$ cat src/sv/rcl_pkg.sv
// Shared types, constants, microprogram and arithmetic helpers for the RC ladder step block.
package rcl_pkg;

    localparam int MAX_SUB_STEPS = 16;
    localparam int SUB_W = $clog2(MAX_SUB_STEPS + 1);
    localparam int STEP_W = 4;
    localparam int CFG_IDX_W = 3;

    // Configuration register indexes.
    localparam logic [CFG_IDX_W-1:0] REG_END_DISTAL   = 3'd0;
    localparam logic [CFG_IDX_W-1:0] REG_SUB_STEPS    = 3'd1;
    localparam logic [CFG_IDX_W-1:0] REG_INIT_PRESS   = 3'd2;
    localparam logic [CFG_IDX_W-1:0] REG_INV_R_FIRST  = 3'd3;
    localparam logic [CFG_IDX_W-1:0] REG_INV_R_SECOND = 3'd4;
    localparam logic [CFG_IDX_W-1:0] REG_GAIN_FIRST   = 3'd5;
    localparam logic [CFG_IDX_W-1:0] REG_GAIN_SECOND  = 3'd6;

    // Program addresses that the sequencer or the program itself names.
    localparam logic [STEP_W-1:0] STEP_IDLE = 4'd0;
    localparam logic [STEP_W-1:0] STEP_SUB  = 4'd4;

    localparam logic signed [31:0] S32_MAX = 32'sh7FFF_FFFF;
    localparam logic signed [31:0] S32_MIN = 32'sh8000_0000;
    localparam logic [31:0]        U32_MAX = 32'hFFFF_FFFF;

    typedef struct packed {
        logic signed [31:0] interface_flow;
        logic signed [31:0] outlet_pressure;
        logic [30:0]        time_step;
    } t_in_item;

    typedef struct packed {
        logic signed [31:0] pressure_first;
        logic signed [31:0] pressure_second;
        logic               saturated;
    } t_out_item;

    // Operation issued to the shared multiplier.
    typedef enum logic [2:0] {
        OP_NONE,
        OP_HG0,
        OP_HG1,
        OP_Q0,
        OP_Q1,
        OP_P0,
        OP_P1
    } t_op;

    typedef enum logic [1:0] {
        CTL_WAIT,
        CTL_NEXT,
        CTL_LOOP,
        CTL_DONE
    } t_ctl;

    typedef struct packed {
        t_op               op;
        t_ctl              ctl;
        logic [STEP_W-1:0] target;
    } t_uword;

    typedef struct packed {
        t_op  op;
        logic load_out;
        logic busy;
    } t_seq_ctl;

    typedef struct packed {
        logic signed [31:0] value;
        logic               clip;
    } t_sat;

    // Microprogram. The multiplier's operand, product and write-back registers lie between an issue and its
    // write-back, so the empty steps wait for the values that the next issue reads.
    function automatic t_uword ucode(input logic [STEP_W-1:0] step);
        t_uword w;
        w = '{op: OP_NONE, ctl: CTL_NEXT, target: STEP_IDLE};
        case (step)
            4'd0:  w.ctl = CTL_WAIT;
            4'd1:  w.op = OP_HG0;
            4'd2:  w.op = OP_HG1;
            4'd3:  w.op = OP_NONE;
            4'd4:  w.op = OP_Q0;
            4'd5:  w.op = OP_Q1;
            4'd6:  w.op = OP_NONE;
            4'd7:  w.op = OP_P0;
            4'd8:  w.op = OP_P1;
            4'd9:  w.op = OP_NONE;
            4'd10: begin
                w.ctl = CTL_LOOP;
                w.target = STEP_SUB;
            end
            4'd11: w.ctl = CTL_DONE;
            default: w.ctl = CTL_DONE;
        endcase
        return w;
    endfunction

    // Clamp a 50-bit signed value to the signed 32-bit range.
    function automatic t_sat sat32(input logic signed [49:0] v);
        t_sat r;
        r.clip = !((&v[49:31]) || !(|v[49:31]));
        if (!r.clip) begin
            r.value = v[31:0];
        end else if (v[49]) begin
            r.value = S32_MIN;
        end else begin
            r.value = S32_MAX;
        end
        return r;
    endfunction

endpackage

$ cat src/sv/rcl_seq.sv
// Microcode sequencer: step counter, sub-step loop counter and program ROM decode.
module rcl_seq (
    input  logic                      i_clk,
    input  logic                      i_rst_n,
    input  logic                      i_start,
    input  logic                      i_out_free,
    input  logic [rcl_pkg::SUB_W-1:0] i_subs,
    output rcl_pkg::t_seq_ctl         o_ctl
);

    logic [rcl_pkg::STEP_W-1:0] r_step;
    logic [rcl_pkg::STEP_W-1:0] n_step;
    logic [rcl_pkg::SUB_W-1:0]  r_cnt;
    logic [rcl_pkg::SUB_W-1:0]  n_cnt;
    rcl_pkg::t_uword            uw;

    assign uw = rcl_pkg::ucode(r_step);

    always_comb begin
        n_step = r_step;
        n_cnt = r_cnt;
        o_ctl.op = uw.op;
        o_ctl.load_out = 1'b0;
        o_ctl.busy = 1'b1;
        unique case (uw.ctl)
            rcl_pkg::CTL_WAIT: begin
                o_ctl.busy = 1'b0;
                if (i_start) begin
                    n_step = r_step + 1'b1;
                    n_cnt = i_subs;
                end
            end
            rcl_pkg::CTL_NEXT: begin
                n_step = r_step + 1'b1;
            end
            rcl_pkg::CTL_LOOP: begin
                if (r_cnt > rcl_pkg::SUB_W'(1)) begin
                    n_step = uw.target;
                    n_cnt = r_cnt - 1'b1;
                end else begin
                    n_step = r_step + 1'b1;
                end
            end
            rcl_pkg::CTL_DONE: begin
                // The result waits here until the output register is free.
                if (i_out_free) begin
                    o_ctl.load_out = 1'b1;
                    n_step = rcl_pkg::STEP_IDLE;
                end
            end
            default: n_step = rcl_pkg::STEP_IDLE;
        endcase
    end

    always_ff @(posedge i_clk) begin
        if (!i_rst_n) begin
            r_step <= rcl_pkg::STEP_IDLE;
            r_cnt <= '0;
        end else begin
            r_step <= n_step;
            r_cnt <= n_cnt;
        end
    end

endmodule

$ cat src/sv/rc_ladder_windkessel_step.sv
// A new request is taken only once the sequencer is idle and the last result is in the output register;
// each of the S sub-steps (S = clamped sub-step count) is four dependent passes
// through the one shared 32x32 multiplier, whose issue-multiply-writeback path is 3 deep.
// A finished result waits in the output register while the next request is taken.
// Reset (synchronous, active low) restores the register defaults, zero pressures,
// an idle sequencer and an empty output register.
module rc_ladder_windkessel_step (
    input  logic                          i_clk,
    input  logic                          i_rst_n,
    input  logic                          i_in_valid,
    output logic                          o_in_stall,
    input  rcl_pkg::t_in_item             i_in_data,
    output logic                          o_out_valid,
    input  logic                          i_out_stall,
    output rcl_pkg::t_out_item            o_out_data,
    input  logic                          i_cfg_valid,
    output logic                          o_cfg_ready,
    input  logic [rcl_pkg::CFG_IDX_W-1:0] i_cfg_index,
    input  logic [31:0]                   i_cfg_data
);

    // Configuration registers. The start pressure only matters when it is written,
    // so it goes straight into the compartments.
    logic               r_distal;
    logic [4:0]         r_subs_cfg;
    logic [31:0]        r_inv_r0;
    logic [31:0]        r_inv_r1;
    logic [31:0]        r_gain0;
    logic [31:0]        r_gain1;

    // Model state and per-request working values.
    logic signed [31:0] r_p0;
    logic signed [31:0] r_p1;
    logic signed [31:0] r_qin;
    logic signed [31:0] r_pout;
    logic [30:0]        r_dt;
    logic [31:0]        r_hg0;
    logic [31:0]        r_hg1;
    logic signed [31:0] r_q0;
    logic signed [31:0] r_q1;
    logic               r_sat;

    // Multiplier pipeline.
    logic [31:0]        r_mag;
    logic [31:0]        r_coef;
    logic               r_neg;
    rcl_pkg::t_op       r_tag1;
    logic [63:0]        r_prod;
    logic               r_pneg;
    rcl_pkg::t_op       r_tag2;

    logic               r_out_valid;
    rcl_pkg::t_out_item r_out;

    logic                      in_accept;
    logic                      cfg_write;
    logic                      out_free;
    logic [rcl_pkg::SUB_W-1:0] subs_eff;
    rcl_pkg::t_seq_ctl         seq;
    rcl_pkg::t_sat             qneg;
    logic signed [32:0]        opnd;
    logic [31:0]               coef;
    logic [32:0]               opnd_neg;
    logic signed [64:0]        sprod;
    logic signed [48:0]        shifted;
    logic signed [31:0]        p_sel;
    logic signed [49:0]        p_sum;
    rcl_pkg::t_sat             wb_q;
    rcl_pkg::t_sat             wb_p;
    logic [31:0]               wb_hg;
    logic                      wb_hg_clip;
    logic                      wb_clip;

    assign in_accept = i_in_valid && !o_in_stall;
    assign cfg_write = i_cfg_valid && o_cfg_ready;
    assign out_free = !r_out_valid || !i_out_stall;
    assign o_in_stall = seq.busy;
    assign o_cfg_ready = 1'b1;
    assign o_out_valid = r_out_valid;
    assign o_out_data = r_out;

    always_comb begin
        if (r_subs_cfg == '0) begin
            subs_eff = rcl_pkg::SUB_W'(1);
        end else if (int'(r_subs_cfg) > rcl_pkg::MAX_SUB_STEPS) begin
            subs_eff = rcl_pkg::SUB_W'(rcl_pkg::MAX_SUB_STEPS);
        end else begin
            subs_eff = rcl_pkg::SUB_W'(r_subs_cfg);
        end
    end

    rcl_seq u_seq (
        .i_clk      (i_clk),
        .i_rst_n    (i_rst_n),
        .i_start    (in_accept),
        .i_out_free (out_free),
        .i_subs     (subs_eff),
        .o_ctl      (seq)
    );

    // Proximal coupling negates the interface flow; only the most negative value clips.
    assign qneg = rcl_pkg::sat32(-{{18{i_in_data.interface_flow[31]}},
                                   i_in_data.interface_flow});

    // Operand selection for the issued operation; the operand is registered in sign-magnitude form.
    always_comb begin
        opnd = '0;
        coef = '0;
        case (seq.op)
            rcl_pkg::OP_HG0: begin
                opnd = {2'b00, r_dt};
                coef = r_gain0;
            end
            rcl_pkg::OP_HG1: begin
                opnd = {2'b00, r_dt};
                coef = r_gain1;
            end
            rcl_pkg::OP_Q0: begin
                opnd = {r_p0[31], r_p0} - {r_p1[31], r_p1};
                coef = r_inv_r0;
            end
            rcl_pkg::OP_Q1: begin
                opnd = {r_p1[31], r_p1} - {r_pout[31], r_pout};
                coef = r_inv_r1;
            end
            rcl_pkg::OP_P0: begin
                opnd = {r_qin[31], r_qin} - {r_q0[31], r_q0};
                coef = r_hg0;
            end
            rcl_pkg::OP_P1: begin
                opnd = {r_q0[31], r_q0} - {r_q1[31], r_q1};
                coef = r_hg1;
            end
            default: begin
                opnd = '0;
                coef = '0;
            end
        endcase
        opnd_neg = -opnd;
    end

    always_ff @(posedge i_clk) begin
        if (!i_rst_n) begin
            r_tag1 <= rcl_pkg::OP_NONE;
            r_tag2 <= rcl_pkg::OP_NONE;
        end else begin
            r_tag1 <= seq.op;
            r_tag2 <= r_tag1;
        end
        r_neg <= opnd[32];
        r_mag <= opnd[32] ? opnd_neg[31:0] : opnd[31:0];
        r_coef <= coef;
        r_prod <= r_mag * r_coef;
        r_pneg <= r_neg;
    end

    // Write-back: product / 2^16, rounded toward minus infinity, plus pressure for P, then clamped.
    always_comb begin
        sprod = r_pneg ? -$signed({1'b0, r_prod}) : $signed({1'b0, r_prod});
        shifted = sprod[64:16];
        wb_q = rcl_pkg::sat32({shifted[48], shifted});
        p_sel = (r_tag2 == rcl_pkg::OP_P0) ? r_p0 : r_p1;
        p_sum = {{18{p_sel[31]}}, p_sel} + {shifted[48], shifted};
        wb_p = rcl_pkg::sat32(p_sum);
        wb_hg_clip = |r_prod[63:48];
        wb_hg = wb_hg_clip ? rcl_pkg::U32_MAX : r_prod[47:16];
        case (r_tag2) inside
            rcl_pkg::OP_HG0, rcl_pkg::OP_HG1: wb_clip = wb_hg_clip;
            rcl_pkg::OP_Q0, rcl_pkg::OP_Q1:   wb_clip = wb_q.clip;
            rcl_pkg::OP_P0, rcl_pkg::OP_P1:   wb_clip = wb_p.clip;
            default:                          wb_clip = 1'b0;
        endcase
    end

    always_ff @(posedge i_clk) begin
        case (r_tag2)
            rcl_pkg::OP_HG0: r_hg0 <= wb_hg;
            rcl_pkg::OP_HG1: r_hg1 <= wb_hg;
            rcl_pkg::OP_Q0:  r_q0 <= wb_q.value;
            rcl_pkg::OP_Q1:  r_q1 <= wb_q.value;
            default: begin
            end
        endcase
        if (in_accept) begin
            r_qin <= r_distal ? i_in_data.interface_flow : qneg.value;
            r_pout <= i_in_data.outlet_pressure;
            r_dt <= i_in_data.time_step;
        end
    end

    // Configuration, pressures and the clamp flag.
    always_ff @(posedge i_clk) begin
        if (!i_rst_n) begin
            r_distal <= 1'b1;
            r_subs_cfg <= 5'd1;
            r_inv_r0 <= 32'h0001_0000;
            r_inv_r1 <= 32'h0001_0000;
            r_gain0 <= 32'h0001_0000;
            r_gain1 <= 32'h0001_0000;
            r_p0 <= '0;
            r_p1 <= '0;
            r_sat <= 1'b0;
        end else begin
            if (cfg_write) begin
                case (i_cfg_index)
                    rcl_pkg::REG_END_DISTAL:   r_distal <= i_cfg_data[0];
                    rcl_pkg::REG_SUB_STEPS:    r_subs_cfg <= i_cfg_data[4:0];
                    rcl_pkg::REG_INIT_PRESS: begin
                        r_p0 <= i_cfg_data;
                        r_p1 <= i_cfg_data;
                    end
                    rcl_pkg::REG_INV_R_FIRST:  r_inv_r0 <= i_cfg_data;
                    rcl_pkg::REG_INV_R_SECOND: r_inv_r1 <= i_cfg_data;
                    rcl_pkg::REG_GAIN_FIRST:   r_gain0 <= i_cfg_data;
                    rcl_pkg::REG_GAIN_SECOND:  r_gain1 <= i_cfg_data;
                    default: begin
                    end
                endcase
            end
            if (r_tag2 == rcl_pkg::OP_P0) begin
                r_p0 <= wb_p.value;
            end
            if (r_tag2 == rcl_pkg::OP_P1) begin
                r_p1 <= wb_p.value;
            end
            if (in_accept) begin
                r_sat <= !r_distal && qneg.clip;
            end else if (wb_clip) begin
                r_sat <= 1'b1;
            end
        end
    end

    always_ff @(posedge i_clk) begin
        if (!i_rst_n) begin
            r_out_valid <= 1'b0;
        end else if (seq.load_out) begin
            r_out_valid <= 1'b1;
        end else if (!i_out_stall) begin
            r_out_valid <= 1'b0;
        end
        if (seq.load_out) begin
            r_out.pressure_first <= r_p0;
            r_out.pressure_second <= r_p1;
            r_out.saturated <= r_sat;
        end
    end

endmodule

$ cat config.mk
export PLATFORM = sky130hd
export DESIGN_NAME = rc_ladder_windkessel_step
export DESIGN_NICKNAME = d
export VERILOG_FILES = /design/src/sv/rcl_pkg.sv /design/src/sv/rcl_seq.sv /design/src/sv/rc_ladder_windkessel_step.sv
export SDC_FILE = /design/constraint.sdc
export NUM_CORES = 2
export LEC_CHECK = 0
export ABC_CLOCK_PERIOD_IN_PS = 8600
export BUFFER_PORTS_ARGS = -buffer_cell sky130_fd_sc_hd__buf_4
export CORE_MARGIN = 10
export CORE_UTILIZATION = 55
export DETAILED_ROUTE_END_ITERATION = 8
export HOLD_SLACK_MARGIN = 0.12
export PLACE_DENSITY = 0.72
export SLEW_MARGIN = 20
export SYNTH_ARGS = -nofsm -noshare
export SYNTH_HDL_FRONTEND = slang
export SYNTH_HIERARCHICAL = 1
export SYNTH_SLANG_ARGS = --single-unit
$ cat constraint.sdc
create_clock -name i_clk -period 8.6 [get_ports i_clk]
set_input_delay 0.43 -clock i_clk [delete_from_list [all_inputs] [get_ports i_clk]]
set_output_delay 0.43 -clock i_clk [all_outputs]
set_load 0.05 [all_outputs]
==> results.toml <==
[run_status]
status = "finished, final reports clean"

[sta]
slew_headroom_pct = 8.92
timing.fmax_mhz = 120
fin_worst_skew_ns = 0.0448
hold_violations = 0
fin_crit_sh_pct = 97.2
worstMarginPinSlew_ns = 1.36
fin_crit_ns = 8.36
rsz0062_at_grt = "false"
drv_slew = 0
setup_tns_ns = 0
setup_viol = 0

[clocking]
post_cts_buffers = 0
cts-root-buf = "clkbuf_16"
clockBufferDepth = 3
clk_latency_ns = 0.69
path_clk_slew_ns = 0.06
cts_buffers = 73
clkSinkCount = 633
htreeDepth = 3
cts_tree = "done"

[synth]
synth-simple-area-share_pct = 17.9
avgSynthCellArea_um2 = 8.99
synth_edf_count = 288
synth_top_family_by_area = "adder cells"
synth_top_cell_by_area = "fa_1"
synth_xor_area_share_pct = 3.07
synth_top_area_share_pct = 26.0
netlist_instances = 7719
synth_area_um2 = 69400
synthDistinctLibCells = 107
async_flop_share_pct = 0
synthFlopType = "dfxtp_1"
yosysWarnings = 6
muxShareOfSynthArea_pct = 0.530
syn_nets = 9203
synth.area.top_cells = "fa_1, edfxtp_1, dfxtp_1"
synth-seq-cells = 633
synth_seq_area_share_pct = 22.4
synth_compound_area_share_pct = 13.9
synth_fa_ha_area_share_pct = 34.1

[pwr]
vdd_ir_drop_max_uv = 292
leakagePower_uw = 0.0348
power_density_nw_per_um2 = 204

[finish]
fin_area_um2 = 76500
layout.cells.most_common = "inv_1"
final_cell_mix = "inv_1, nand2_1, fa_1"
drive_above_1_share_pct = 8.28
fin_cells = 9568
area_delta_synth_final_pct = 10.2
fill_cells = 10800
nets = 9337
register_area_um2 = 15600
multi_input_area_um2 = 48300

[detailed_routing]
drt-initial-drc-count = 6238
ant_nets = 0
avgRoutedWirePerCell_um = 23.0
drt_first_pass_iters = 5
routed_via_density = 6.00
drc_errors = 0
wl_mm = 220
vias = 57400

[floorplan]
start_util_pct = 55.3
die_h_um = 375
fp-row-count = 130
dieArea_um2 = 141000
coreArea_um2 = 126000
io_pins = 203
die_w_um = 375

[critical_path]
worstSetupStartpointType = "register"
criticalPathCategory = "register to register"
crit_fanout = 15
cp.arrival_ns = 8.95
required_ns = 9.20
end_kind = "register"

[worst_hold_path]
min_path_type = "input port to register"

[placed_design]
gp_congestion = 0.990
dp_hpwl_mm = 174
dp_cells = 9333
portBuffers = 201
place_area_um2 = 72900

[global_route]
track_usage_pct = 31.0
grt_pass1_wl_mm = 343
antenna_found_initial = 17
grt_pass1_vias = 57300
grt_max_degree = 93
grt_overflow = 0

[run]
maxCapViolCount = 0
final cells by class:
cell class	instances	share of cell area (%)
multi-input combinational	5595	63.1
timing repair buffer	468	5.16
antenna	5	0.0163
tap	1650	2.70
inverter	1082	5.31
sequential	633	20.4
clock inverter	42	0.723
clock buffer	93	2.61
cells by family after synthesis:
logic type,after synthesis
AO/OA/AOI/OAI,1450
other,1
AND/OR/NAND/NOR,2517
flip-flops,633
multiplexers,35
XOR/XNOR,243
buffers and inverters,1491
adder cells (fa/ha/maj),1349
synthesized netlist by cell type, types with 30 or more instances:
cell type	number
a221oi_1	41
a31oi_1	38
nand4_1	55
or2_2	52
a21boi_0	132
xor2_1	76
edfxtp_1	288
mux2i_1	30
and2_1	635
a21oi_1	381
or3_1	32
a21o_1	90
ha_1	448
a211oi_1	84
nand2_1	1030
fa_1	901
dfxtp_1	345
clkbuf_1	369
nor3_1	91
o21ai_0	267
nor2_1	277
and3_1	33
o31ai_1	37
o21a_1	39
nand3_1	103
nor4_1	33
xnor2_1	167
nor2b_1	51
inv_1	1082
a22oi_1	101
nand2b_1	40
final timing paths:
check	startpoint	to	slack [ns]	cells past startpoint
worst max-delay path	r_coef[10]	r_prod[61]	0.24	25
worst min-delay path	i_cfg_data[4]	r_gain0[4]	0.14	3
worst min register to register	r_neg	r_pneg	0.33	0
worst max register to register	r_coef[10]	r_prod[61]	0.24	25
worst max-delay path, cell delays in order, from the launching register on:
cell	delay, ns
dfxtp_1	0.47
buf_4	0.27
and2_1	0.17
fa_1	0.45
fa_1	0.54
inv_1	0.05
fa_1	0.56
fa_1	0.45
fa_1	0.55
inv_1	0.05
fa_1	0.46
fa_1	0.59
fa_1	0.45
ha_1	0.30
a21o_1	0.17
or3_1	0.31
a41oi_2	0.19
o31ai_1	0.10
a31o_2	0.31
a2111o_1	0.46
nand3_1	0.14
a31oi_2	0.16
or4_1	0.49
a31o_2	0.26
a21oi_1	0.16
xnor2_1	0.13
stage by stage:
step / hold WS, ns / setup WS [ns] / total power, uW / utilization, %
4_1_cts: 0.124 / 0.0465 / 15400 / 60.9
3_5_place_dp: 0.318 / 0.0910 / 12000 / 58.1
3_3_place_gp: 0.317 / 0.227 / 11900 / 58.1
5_1_grt: 0.152 / 0.0116 / 16300 / 60.9
2_1_floorplan: 0.310 / 0.883 / 9160 / -
6_report: 0.140 / 0.244 / 15600 / 60.9
per-layer routing:
metal	wire (um)	global-route usage [%]
met5	103	0
met4	9090	11.3
met3	20900	5.77
met2	98900	48.6
met1	91000	42.8
what timing repair did:
item | CTS | global route
setup endpoints to repair | 0 | 10
hold buffers | 95 | 0
resized for setup | 0 | 34
endpoints found under the hold margin | 191 | 0
where the power goes:
group	internal, uW	leakage [uW]	switching [uW]
logic	2320	0.0281	5300
registers	4130	0.00549	500
clock network	1940	0.00123	1400
total	8400	0.0348	7200
state kept, by name, summed over array words and instances, names as in the netlist, 3 cells and up:
| signal | count |
|---|---|
| r_prod | 64 |
| r_coef | 32 |
| r_q0 | 32 |
| r_inv_r0 | 32 |
| r_qin | 32 |
| r_p1 | 32 |
| r_tag2 | 3 |
| r_subs_cfg | 5 |
| r_pout | 32 |
| r_mag | 32 |
| r_inv_r1 | 32 |
| u_seq/r_cnt | 5 |
| r_hg1 | 32 |
| r_gain1 | 32 |
| u_seq/r_step | 4 |
| r_p0 | 32 |
| r_hg0 | 32 |
| r_tag1 | 3 |
| r_q1 | 32 |
| o_out_data | 65 |
| r_gain0 | 32 |
| r_dt | 31 |
Power figures use the tool's default switching activity.
